[config.mk]
export PLATFORM = sky130hd
export DESIGN_NAME = point_glide_stepper
export DESIGN_NICKNAME = d
export VERILOG_FILES = /design/src/sv/pgs_pkg.sv /design/src/sv/point_glide_stepper.sv /design/src/sv/pgs_axis.sv
export SDC_FILE = /design/constraint.sdc
export NUM_CORES = 2
export LEC_CHECK = 0
export ABC_AREA = 0
export BUFFER_PORTS_ARGS = -buffer_cell sky130_fd_sc_hd__buf_2
export CORE_ASPECT_RATIO = 1.4
export CORE_MARGIN = 2
export CORE_UTILIZATION = 58
export DETAILED_ROUTE_END_ITERATION = 10
export GPL_TIMING_DRIVEN = 0
export PLACE_DENSITY = 0.78
export SYNTH_ARGS = -nofsm -noshare
export SYNTH_HDL_FRONTEND = slang
export SYNTH_HIERARCHICAL = 1
export SYNTH_SLANG_ARGS = --single-unit
export TNS_END_PERCENT = 1
[constraint.sdc]
create_clock -name aclk -period 6.5 [get_ports aclk]
set_input_delay 1.95 -clock aclk [delete_from_list [all_inputs] [get_ports aclk]]
set_output_delay 1.95 -clock aclk [all_outputs]
set_load 0.05 [all_outputs]
[src/sv/pgs_pkg.sv]
// ----------------------------------------------------------------------------
// pgs_pkg
// Shared types and constants for the point glide stepper.
// ----------------------------------------------------------------------------
package pgs_pkg;

    localparam int unsigned COORD_W   = 16;
    localparam int unsigned SPEED_W   = 16;
    localparam int unsigned EL_W      = 16;
    localparam int unsigned MAG_W     = 32;
    localparam int unsigned PROD_W    = 48;
    localparam int unsigned DIST_W    = 25;
    localparam int unsigned CNT_W     = 5;

    localparam int unsigned MUL_STEPS  = 16;
    localparam int unsigned SQRT_STEPS = 25;
    localparam int unsigned DIV_STEPS  = 32;

    localparam logic [1:0] KIND_START    = 2'd0;
    localparam logic [1:0] KIND_RETARGET = 2'd1;
    localparam logic [1:0] KIND_TICK     = 2'd2;

    localparam logic [1:0] PH_MOVING  = 2'd0;
    localparam logic [1:0] PH_ARRIVED = 2'd1;
    localparam logic [1:0] PH_IDLE    = 2'd2;

    typedef struct packed {
        logic [1:0]                 kind;
        logic signed [COORD_W-1:0]  start_x;
        logic signed [COORD_W-1:0]  start_y;
        logic signed [COORD_W-1:0]  target_x;
        logic signed [COORD_W-1:0]  target_y;
        logic [EL_W-1:0]            elapsed;
    } pgs_in_t;

    typedef struct packed {
        logic signed [COORD_W-1:0]  pos_x;
        logic signed [COORD_W-1:0]  pos_y;
        logic [1:0]                 status;
    } pgs_out_t;

    typedef struct packed {
        logic mul_load;
        logic mul_step;
        logic div_load;
        logic div_step;
    } pgs_axis_ctl_t;

    typedef enum logic [3:0] {
        ST_IDLE,
        ST_AIM_LOAD,
        ST_SQR,
        ST_SQRT_LOAD,
        ST_SQRT,
        ST_VMUL_LOAD,
        ST_VMUL,
        ST_DIV_LOAD,
        ST_DIV,
        ST_AIM_END,
        ST_TICK_LOAD,
        ST_TMUL,
        ST_TICK_END,
        ST_DONE
    } pgs_state_t;

endpackage

[src/sv/point_glide_stepper.sv]
// ----------------------------------------------------------------------------
// point_glide_stepper
// Glides a 2-D point toward a target at constant speed, Q0.32 velocity.
//
//   channel  dir  beat                    handshake
//   s_       in   pgs_in_t (one item)     s_valid / s_ready
//   m_       out  pgs_out_t (one result)  m_valid / m_ready
//   cfg_     in   speed, 16 bits          cfg_valid / cfg_ready (always ready)
//
// Start and retarget run two serial squares, a two-bit-per-cycle square root,
// a serial multiply and a restoring divide, both axes side by side.
// A moving tick runs one serial multiply; other items skip the arithmetic.
// Reset is synchronous; the block comes up idle with speed 0.
// An item is taken while the previous result still waits in the output
// register; a stalled output stalls only the final write-back.
// ----------------------------------------------------------------------------
module point_glide_stepper (
    input  logic               aclk,
    input  logic               aresetn,
    input  logic               s_valid,
    output logic               s_ready,
    input  pgs_pkg::pgs_in_t   s_data,
    output logic               m_valid,
    input  logic               m_ready,
    output pgs_pkg::pgs_out_t  m_data,
    input  logic               cfg_valid,
    output logic               cfg_ready,
    input  logic [pgs_pkg::SPEED_W-1:0] cfg_data
);

    pgs_pkg::pgs_state_t state_reg, state_next;

    logic [pgs_pkg::SPEED_W-1:0]        speed_reg;
    logic signed [pgs_pkg::COORD_W-1:0] cur_x_reg, cur_y_reg, goal_x_reg, goal_y_reg;
    logic [pgs_pkg::MAG_W-1:0]          vel_x_mag_reg, vel_y_mag_reg;
    logic                               vel_x_neg_reg, vel_y_neg_reg;
    logic                               heads_right_reg, heads_down_reg;
    logic [1:0]                         phase_reg, status_reg;
    logic [pgs_pkg::CNT_W-1:0]          cnt_reg;
    logic                               m_valid_reg;
    pgs_pkg::pgs_out_t                  m_data_reg;

    logic [pgs_pkg::COORD_W-1:0]        dxm_reg, dym_reg;
    logic [pgs_pkg::EL_W-1:0]           el_reg;
    logic [49:0]                        sq_v_reg;
    logic [25:0]                        sq_rem_reg;
    logic [pgs_pkg::DIST_W-1:0]         sq_root_reg;

    logic                               accept, out_free, tick_idle, last_step;
    logic signed [pgs_pkg::COORD_W-1:0] base_x, base_y;
    logic signed [pgs_pkg::COORD_W:0]   dx, dy;
    logic [pgs_pkg::COORD_W-1:0]        dxm, dym;

    pgs_pkg::pgs_axis_ctl_t             ctl;
    logic [pgs_pkg::MAG_W-1:0]          mul_a_x, mul_a_y;
    logic [pgs_pkg::SPEED_W-1:0]        mul_b_x, mul_b_y;
    logic [pgs_pkg::PROD_W-1:0]         prod_x, prod_y;
    logic [pgs_pkg::MAG_W-1:0]          quot_x, quot_y;

    logic [32:0]                        d2;
    logic [27:0]                        sq_sh;
    logic [26:0]                        sq_trial;
    logic                               sq_bit;

    logic [pgs_pkg::COORD_W-1:0]        step_x, step_y;
    logic signed [17:0]                 nx, ny, gx, gy;
    logic                               passed;

    assign accept    = s_valid && s_ready;
    assign out_free  = !m_valid_reg || m_ready;
    assign cfg_ready = 1'b1;
    assign m_valid   = m_valid_reg;
    assign m_data    = m_data_reg;

    assign tick_idle = (phase_reg != pgs_pkg::PH_MOVING) ||
                       ((cur_x_reg == goal_x_reg) && (cur_y_reg == goal_y_reg));

    assign base_x = (s_data.kind == pgs_pkg::KIND_START) ? s_data.start_x : cur_x_reg;
    assign base_y = (s_data.kind == pgs_pkg::KIND_START) ? s_data.start_y : cur_y_reg;
    assign dx  = {s_data.target_x[15], s_data.target_x} - {base_x[15], base_x};
    assign dy  = {s_data.target_y[15], s_data.target_y} - {base_y[15], base_y};
    assign dxm = dx[16] ? pgs_pkg::COORD_W'(-dx) : dx[15:0];
    assign dym = dy[16] ? pgs_pkg::COORD_W'(-dy) : dy[15:0];

    assign d2       = {1'b0, prod_x[31:0]} + {1'b0, prod_y[31:0]};
    assign sq_sh    = {sq_rem_reg, sq_v_reg[49:48]};
    assign sq_trial = {sq_root_reg, 2'b01};
    assign sq_bit   = (sq_sh >= {1'b0, sq_trial});

    assign step_x = prod_x[47:32];
    assign step_y = prod_y[47:32];
    assign nx = vel_x_neg_reg ? 18'(cur_x_reg) - $signed({2'b00, step_x})
                              : 18'(cur_x_reg) + $signed({2'b00, step_x});
    assign ny = vel_y_neg_reg ? 18'(cur_y_reg) - $signed({2'b00, step_y})
                              : 18'(cur_y_reg) + $signed({2'b00, step_y});
    assign gx = 18'(goal_x_reg);
    assign gy = 18'(goal_y_reg);
    assign passed = ((gx > nx) != heads_right_reg) || ((gy > ny) != heads_down_reg);

    always_comb begin
        unique case (state_reg)
            pgs_pkg::ST_SQR, pgs_pkg::ST_VMUL, pgs_pkg::ST_TMUL:
                last_step = (cnt_reg == pgs_pkg::CNT_W'(pgs_pkg::MUL_STEPS - 1));
            pgs_pkg::ST_SQRT:
                last_step = (cnt_reg == pgs_pkg::CNT_W'(pgs_pkg::SQRT_STEPS - 1));
            pgs_pkg::ST_DIV:
                last_step = (cnt_reg == pgs_pkg::CNT_W'(pgs_pkg::DIV_STEPS - 1));
            default:
                last_step = 1'b0;
        endcase
    end

    always_comb begin
        state_next = state_reg;
        unique case (state_reg)
            pgs_pkg::ST_IDLE: begin
                if (accept) begin
                    if (s_data.kind == pgs_pkg::KIND_START ||
                        s_data.kind == pgs_pkg::KIND_RETARGET) begin
                        state_next = pgs_pkg::ST_AIM_LOAD;
                    end else if (s_data.kind == pgs_pkg::KIND_TICK && !tick_idle) begin
                        state_next = pgs_pkg::ST_TICK_LOAD;
                    end else begin
                        state_next = pgs_pkg::ST_DONE;
                    end
                end
            end
            pgs_pkg::ST_AIM_LOAD:  state_next = pgs_pkg::ST_SQR;
            pgs_pkg::ST_SQR:       if (last_step) state_next = pgs_pkg::ST_SQRT_LOAD;
            pgs_pkg::ST_SQRT_LOAD: state_next = pgs_pkg::ST_SQRT;
            pgs_pkg::ST_SQRT:      if (last_step) state_next = pgs_pkg::ST_VMUL_LOAD;
            pgs_pkg::ST_VMUL_LOAD: state_next = pgs_pkg::ST_VMUL;
            pgs_pkg::ST_VMUL:      if (last_step) state_next = pgs_pkg::ST_DIV_LOAD;
            pgs_pkg::ST_DIV_LOAD:  state_next = pgs_pkg::ST_DIV;
            pgs_pkg::ST_DIV:       if (last_step) state_next = pgs_pkg::ST_AIM_END;
            pgs_pkg::ST_AIM_END:   state_next = pgs_pkg::ST_DONE;
            pgs_pkg::ST_TICK_LOAD: state_next = pgs_pkg::ST_TMUL;
            pgs_pkg::ST_TMUL:      if (last_step) state_next = pgs_pkg::ST_TICK_END;
            pgs_pkg::ST_TICK_END:  state_next = pgs_pkg::ST_DONE;
            pgs_pkg::ST_DONE:      if (out_free) state_next = pgs_pkg::ST_IDLE;
            default:               state_next = pgs_pkg::ST_IDLE;
        endcase
    end

    always_comb begin
        s_ready      = (state_reg == pgs_pkg::ST_IDLE);
        ctl          = '0;
        mul_a_x      = {16'd0, dxm_reg};
        mul_a_y      = {16'd0, dym_reg};
        mul_b_x      = dxm_reg;
        mul_b_y      = dym_reg;
        unique case (state_reg)
            pgs_pkg::ST_AIM_LOAD:  ctl.mul_load = 1'b1;
            pgs_pkg::ST_VMUL_LOAD: begin
                ctl.mul_load = 1'b1;
                mul_b_x      = speed_reg;
                mul_b_y      = speed_reg;
            end
            pgs_pkg::ST_TICK_LOAD: begin
                ctl.mul_load = 1'b1;
                mul_a_x      = vel_x_mag_reg;
                mul_a_y      = vel_y_mag_reg;
                mul_b_x      = el_reg;
                mul_b_y      = el_reg;
            end
            pgs_pkg::ST_SQR, pgs_pkg::ST_VMUL, pgs_pkg::ST_TMUL: ctl.mul_step = 1'b1;
            pgs_pkg::ST_DIV_LOAD:  ctl.div_load = 1'b1;
            pgs_pkg::ST_DIV:       ctl.div_step = 1'b1;
            default:               ctl = '0;
        endcase
    end

    pgs_axis u_axis_x (
        .aclk  (aclk),
        .ctl   (ctl),
        .mul_a (mul_a_x),
        .mul_b (mul_b_x),
        .div_d (sq_root_reg),
        .prod  (prod_x),
        .quot  (quot_x)
    );

    pgs_axis u_axis_y (
        .aclk  (aclk),
        .ctl   (ctl),
        .mul_a (mul_a_y),
        .mul_b (mul_b_y),
        .div_d (sq_root_reg),
        .prod  (prod_y),
        .quot  (quot_y)
    );

    always_ff @(posedge aclk) begin
        if (!aresetn) begin
            state_reg       <= pgs_pkg::ST_IDLE;
            cnt_reg         <= '0;
            m_valid_reg     <= 1'b0;
            speed_reg       <= '0;
            cur_x_reg       <= '0;
            cur_y_reg       <= '0;
            goal_x_reg      <= '0;
            goal_y_reg      <= '0;
            vel_x_mag_reg   <= '0;
            vel_y_mag_reg   <= '0;
            vel_x_neg_reg   <= 1'b0;
            vel_y_neg_reg   <= 1'b0;
            heads_right_reg <= 1'b0;
            heads_down_reg  <= 1'b0;
            phase_reg       <= pgs_pkg::PH_IDLE;
            status_reg      <= pgs_pkg::PH_IDLE;
        end else begin
            state_reg <= state_next;

            if (ctl.mul_load || ctl.div_load || state_reg == pgs_pkg::ST_SQRT_LOAD) begin
                cnt_reg <= '0;
            end else begin
                cnt_reg <= cnt_reg + 1'b1;
            end

            if (cfg_valid) begin
                speed_reg <= cfg_data;
            end

            if (accept) begin
                case (s_data.kind) inside
                    pgs_pkg::KIND_START, pgs_pkg::KIND_RETARGET: begin
                        cur_x_reg       <= base_x;
                        cur_y_reg       <= base_y;
                        goal_x_reg      <= s_data.target_x;
                        goal_y_reg      <= s_data.target_y;
                        heads_right_reg <= !dx[16] && (dxm != '0);
                        heads_down_reg  <= !dy[16] && (dym != '0);
                        vel_x_neg_reg   <= dx[16];
                        vel_y_neg_reg   <= dy[16];
                        phase_reg       <= pgs_pkg::PH_MOVING;
                        status_reg      <= pgs_pkg::PH_MOVING;
                    end
                    pgs_pkg::KIND_TICK: begin
                        if (tick_idle) begin
                            phase_reg  <= pgs_pkg::PH_IDLE;
                            status_reg <= pgs_pkg::PH_IDLE;
                        end
                    end
                    default: status_reg <= phase_reg;
                endcase
            end

            if (state_reg == pgs_pkg::ST_AIM_END) begin
                vel_x_mag_reg <= (sq_root_reg == '0) ? '0 : quot_x;
                vel_y_mag_reg <= (sq_root_reg == '0) ? '0 : quot_y;
            end

            if (state_reg == pgs_pkg::ST_TICK_END) begin
                if (passed) begin
                    cur_x_reg  <= goal_x_reg;
                    cur_y_reg  <= goal_y_reg;
                    phase_reg  <= pgs_pkg::PH_ARRIVED;
                    status_reg <= pgs_pkg::PH_ARRIVED;
                end else begin
                    cur_x_reg  <= nx[15:0];
                    cur_y_reg  <= ny[15:0];
                    status_reg <= pgs_pkg::PH_MOVING;
                end
            end

            if (state_reg == pgs_pkg::ST_DONE && out_free) begin
                m_valid_reg <= 1'b1;
            end else if (m_ready) begin
                m_valid_reg <= 1'b0;
            end
        end
    end

    always_ff @(posedge aclk) begin
        if (accept) begin
            dxm_reg <= dxm;
            dym_reg <= dym;
            el_reg  <= s_data.elapsed;
        end

        if (state_reg == pgs_pkg::ST_SQRT_LOAD) begin
            sq_v_reg    <= {1'b0, d2, 16'd0};
            sq_rem_reg  <= '0;
            sq_root_reg <= '0;
        end else if (state_reg == pgs_pkg::ST_SQRT) begin
            sq_v_reg    <= {sq_v_reg[47:0], 2'b00};
            sq_rem_reg  <= sq_bit ? 26'(sq_sh - {1'b0, sq_trial}) : sq_sh[25:0];
            sq_root_reg <= {sq_root_reg[pgs_pkg::DIST_W-2:0], sq_bit};
        end

        if (state_reg == pgs_pkg::ST_DONE && out_free) begin
            m_data_reg.pos_x  <= cur_x_reg;
            m_data_reg.pos_y  <= cur_y_reg;
            m_data_reg.status <= status_reg;
        end
    end

    a_arrived_at_goal: assert property (@(posedge aclk) disable iff (!aresetn)
        phase_reg == pgs_pkg::PH_ARRIVED |->
            (cur_x_reg == goal_x_reg) && (cur_y_reg == goal_y_reg))
        else $error("arrived phase away from goal");

    a_accept_leaves_idle: assert property (@(posedge aclk) disable iff (!aresetn)
        accept |=> state_reg != pgs_pkg::ST_IDLE)
        else $error("item accepted without leaving idle");

    a_result_from_done: assert property (@(posedge aclk) disable iff (!aresetn)
        (state_reg == pgs_pkg::ST_DONE && out_free) |=> m_valid_reg)
        else $error("finished item did not reach output register");

    a_zero_dist_zero_delta: assert property (@(posedge aclk) disable iff (!aresetn)
        (state_reg == pgs_pkg::ST_AIM_END && sq_root_reg == '0) |->
            (dxm_reg == '0) && (dym_reg == '0))
        else $error("zero distance with nonzero delta");

endmodule

[src/sv/pgs_axis.sv]
// ----------------------------------------------------------------------------
// pgs_axis
// One axis lane: bit-serial shift-add multiplier and restoring divider.
// The divider takes the product P and forms (P << 24) / divisor, 32 bits.
// ----------------------------------------------------------------------------
module pgs_axis (
    input  logic                          aclk,
    input  pgs_pkg::pgs_axis_ctl_t        ctl,
    input  logic [pgs_pkg::MAG_W-1:0]     mul_a,
    input  logic [pgs_pkg::SPEED_W-1:0]   mul_b,
    input  logic [pgs_pkg::DIST_W-1:0]    div_d,
    output logic [pgs_pkg::PROD_W-1:0]    prod,
    output logic [pgs_pkg::MAG_W-1:0]     quot
);

    logic [pgs_pkg::MAG_W-1:0]   a_reg;
    logic [pgs_pkg::SPEED_W-1:0] b_reg;
    logic [pgs_pkg::PROD_W-1:0]  acc_reg;
    logic [pgs_pkg::DIST_W-1:0]  d_reg;
    logic [pgs_pkg::DIST_W-1:0]  rem_reg;
    logic [pgs_pkg::MAG_W-1:0]   num_reg;
    logic [pgs_pkg::MAG_W-1:0]   quot_reg;
    logic [pgs_pkg::DIST_W:0]    trial;
    logic                        qbit;

    assign trial = {rem_reg, num_reg[pgs_pkg::MAG_W-1]};
    assign qbit  = (trial >= {1'b0, d_reg});

    always_ff @(posedge aclk) begin
        if (ctl.mul_load) begin
            acc_reg <= '0;
            a_reg   <= mul_a;
            b_reg   <= mul_b;
        end else if (ctl.mul_step) begin
            acc_reg <= {acc_reg[pgs_pkg::PROD_W-2:0], 1'b0}
                     + (b_reg[pgs_pkg::SPEED_W-1]
                        ? {{(pgs_pkg::PROD_W-pgs_pkg::MAG_W){1'b0}}, a_reg} : '0);
            b_reg   <= {b_reg[pgs_pkg::SPEED_W-2:0], 1'b0};
        end

        if (ctl.div_load) begin
            rem_reg  <= {1'b0, acc_reg[31:8]};
            num_reg  <= {acc_reg[7:0], 24'd0};
            d_reg    <= div_d;
            quot_reg <= '0;
        end else if (ctl.div_step) begin
            rem_reg  <= qbit ? pgs_pkg::DIST_W'(trial - {1'b0, d_reg})
                             : trial[pgs_pkg::DIST_W-1:0];
            num_reg  <= {num_reg[pgs_pkg::MAG_W-2:0], 1'b0};
            quot_reg <= {quot_reg[pgs_pkg::MAG_W-2:0], qbit};
        end
    end

    assign prod = acc_reg;
    assign quot = quot_reg;

endmodule
==> impl_metrics.json <==
{
  "synthFlopType": "dfxtp_1",
  "worstHoldEndpoint": "sq_rem_reg[24]$_SDFFE_PP0P_",
  "drtPass1Iterations": 7,
  "clock.fmax_mhz": 155,
  "maxCapViolCount": 0,
  "areaGrowthSynthToFinish_pct": 10.4,
  "setup_viol": 0,
  "layout-drive-gt1-share_pct": 10.3,
  "p_leak_nw": 19.4,
  "cts_sinks": 701,
  "power_density_nw_per_um2": 462,
  "finalNetCount": 5331,
  "cts.clk_slew.worst_paths_ps": 60,
  "crit_path_start_kind": "input pin",
  "syn_avg_cell_area_um2": 9.22,
  "via_count": 37377,
  "yosysTopAreaCell": "edfxtp_1",
  "synth_cells": 4723,
  "yosysSeqAreaShare_pct": 39.7,
  "whs_path_depth": 2,
  "drc": 0,
  "n_antenna_cell": 0,
  "syn_area_um2": 43500,
  "reg2reg_slack_ps": 320,
  "insertion_delay_ps": 650,
  "finalPower_mw": 22.2,
  "finalNonFillerCells": 5960,
  "coreArea_um2": 74100,
  "final_cell_mix": "nand2_1, nor2_1, dfxtp_1",
  "period_share_pct": 99.0,
  "grt_pass1_wl_um": 207000,
  "fin_tns_setup_ps": 0,
  "whs_ps": 481,
  "std_cell_rows": 118,
  "start_util_pct": 58.7,
  "critPathKind": "input pin to flip-flop",
  "hp-class": "flip-flop to flip-flop",
  "drt-total-wl_um": 136000,
  "place.gp.congestion": 1.02,
  "crit_arrival_ps": 6910,
  "root_buffer": "clkbuf_16",
  "port-buffer-count": 136,
  "dp_slack_ps": -1570,
  "slew_headroom_pct": 5.89,
  "ys_ff_latch": 701,
  "die_h_um": 328,
  "crit_path_end_kind": "flip-flop",
  "required_ps": 6970,
  "r2r_start": "vel_x_neg_reg$_SDFFE_PN0P_",
  "vdd_drop_max_uv": 337,
  "cts_buffers": 72,
  "fp.dieW_um": 236,
  "dp_hpwl_um": 105000,
  "reg2reg_to": "cur_x_reg[15]$_SDFFE_PN0P_",
  "drtIter0Drc": 3122,
  "drv_slew": 0,
  "cp_max_fo": 10,
  "grt_usage_pct": 34.7,
  "wl_per_cell_um": 22.9,
  "worst_slew_pin_slew_ps": 1410,
  "clk_path_buf_depth": 3,
  "hold_buffers": 0,
  "layout_commonest_cell": "nand2_1",
  "io_pins": 140,
  "rsz0062_at_grt": "true",
  "ys_warn_count": 6,
  "status": "finished clean",
  "min_period_ps": 6440,
  "place_area_um2": 45500,
  "post-route-util_pct": 64.8,
  "cts_tree": "yes",
  "finClkSkew_ps": 30.0,
  "final_hold_viol_count": 0,
  "ant_nets": 0,
  "syn_nets": 5113,
  "dp_cells": 5822,
  "viasPerCell": 6.27,
  "overflow": 0,
  "htree_num_levels": 3,
  "synth_area_leaders": "edfxtp_1, dfxtp_1, ha_1",
  "ys_async_sr_fraction_pct": 0,
  "holdCritStartpoint": "sq_rem_reg[24]$_SDFFE_PP0P_",
  "synth.top_cell.area_share_pct": 22.4,
  "grt_start_max_net_pins": 67,
  "antenna_found_initial": 0,
  "post_synth_num_cell_types": 101,
  "die-area_um2": 77300,
  "setup_ws_ps": 62.3,
  "stdcell_area_um2": 48000,
  "r2r_cells": 26,
  "synth_edf_count": 325,
  "grt_pass1_vias": 36625
}
-- cells in the mapped netlist, types with 90 or more instances --
cell type / count
edfxtp_1: 325
mux2i_1: 172
a21o_1: 118
mux2_2: 105
o21ai_0: 247
nor2_1: 459
xnor2_1: 154
xor2_1: 127
clkbuf_1: 167
a21oi_1: 290
nand2_1: 467
and2_1: 123
nand3_1: 90
ha_1: 278
inv_1: 196
dfxtp_1: 376
-- metal layers --
layer	wire (um)	up-vias	global-route usage (%)
li1	-	17660	-
met1	49800	17693	37.3
met2	65300	1483	60.1
met3	7180	541	4.56
met4	14000	0	31.1
met5	0	-	0
-- cell type report --
type	count	area, um^2
buffer	221	1040
clock buffer	103	2070
clock inverter	30	270
fill	6161	26100
inverter	199	747
multi-input combinational	3602	24600
sequential	701	17300
tap	960	1200
timing repair buffer	144	811
-- what timing repair did --
item                       CTS  global route
resized for setup            9            30
setup endpoints to repair    8            38
setup buffers                3             1
pin swaps                    1             1
-- power by group --
part	switching, mW	internal [mW]
combinational	6.69	4.28
sequential	1.10	5.95
clock	1.85	2.34
-- critical path, stage by stage --
cell	delay [ps]
clkbuf_2	200
nor2_4	180
buf_12	120
clkbuf_2	350
mux2i_1	530
ha_1	320
buf_2	170
o21ai_0	180
o211ai_1	200
and2_1	230
a221o_1	370
o21ai_4	290
mux2_2	410
a311oi_1	330
or4bb_1	530
a2111oi_2	390
a311oi_1	140
-- kinds of logic (layout without fill, tap and decap cells) --
family	Yosys count	count (layout)	synth area share [%]
AOI/OAI and AO/OA	1217	1217	18.7
xor gates and xnor gates	281	281	5.65
adders and majority gates	287	287	8.41
buffers and inverters	420	697	4.07
DFF	701	701	39.7
muxes	277	277	6.67
other	1	1	0.00862
and+or+nand+nor	1539	1539	16.7
-- worst max path at each step --
stage | cells past startpoint | from | slack, ps | to
after floorplan | 18 | s_data[81] | 50 | heads_down_reg$_SDFFE_PN0P_
final | 17 | s_data[81] | 60 | heads_down_reg$_SDFFE_PN0P_
after detailed placement | 15 | s_data[81] | -1570 | heads_down_reg$_SDFFE_PN0P_
after CTS | 16 | s_data[81] | 20 | heads_down_reg$_SDFFE_PN0P_
after global routing | 18 | s_data[81] | -110 | heads_down_reg$_SDFFE_PN0P_
after global placement | 15 | s_data[81] | -1540 | heads_down_reg$_SDFFE_PN0P_
(Power assumes the default switching activity.)
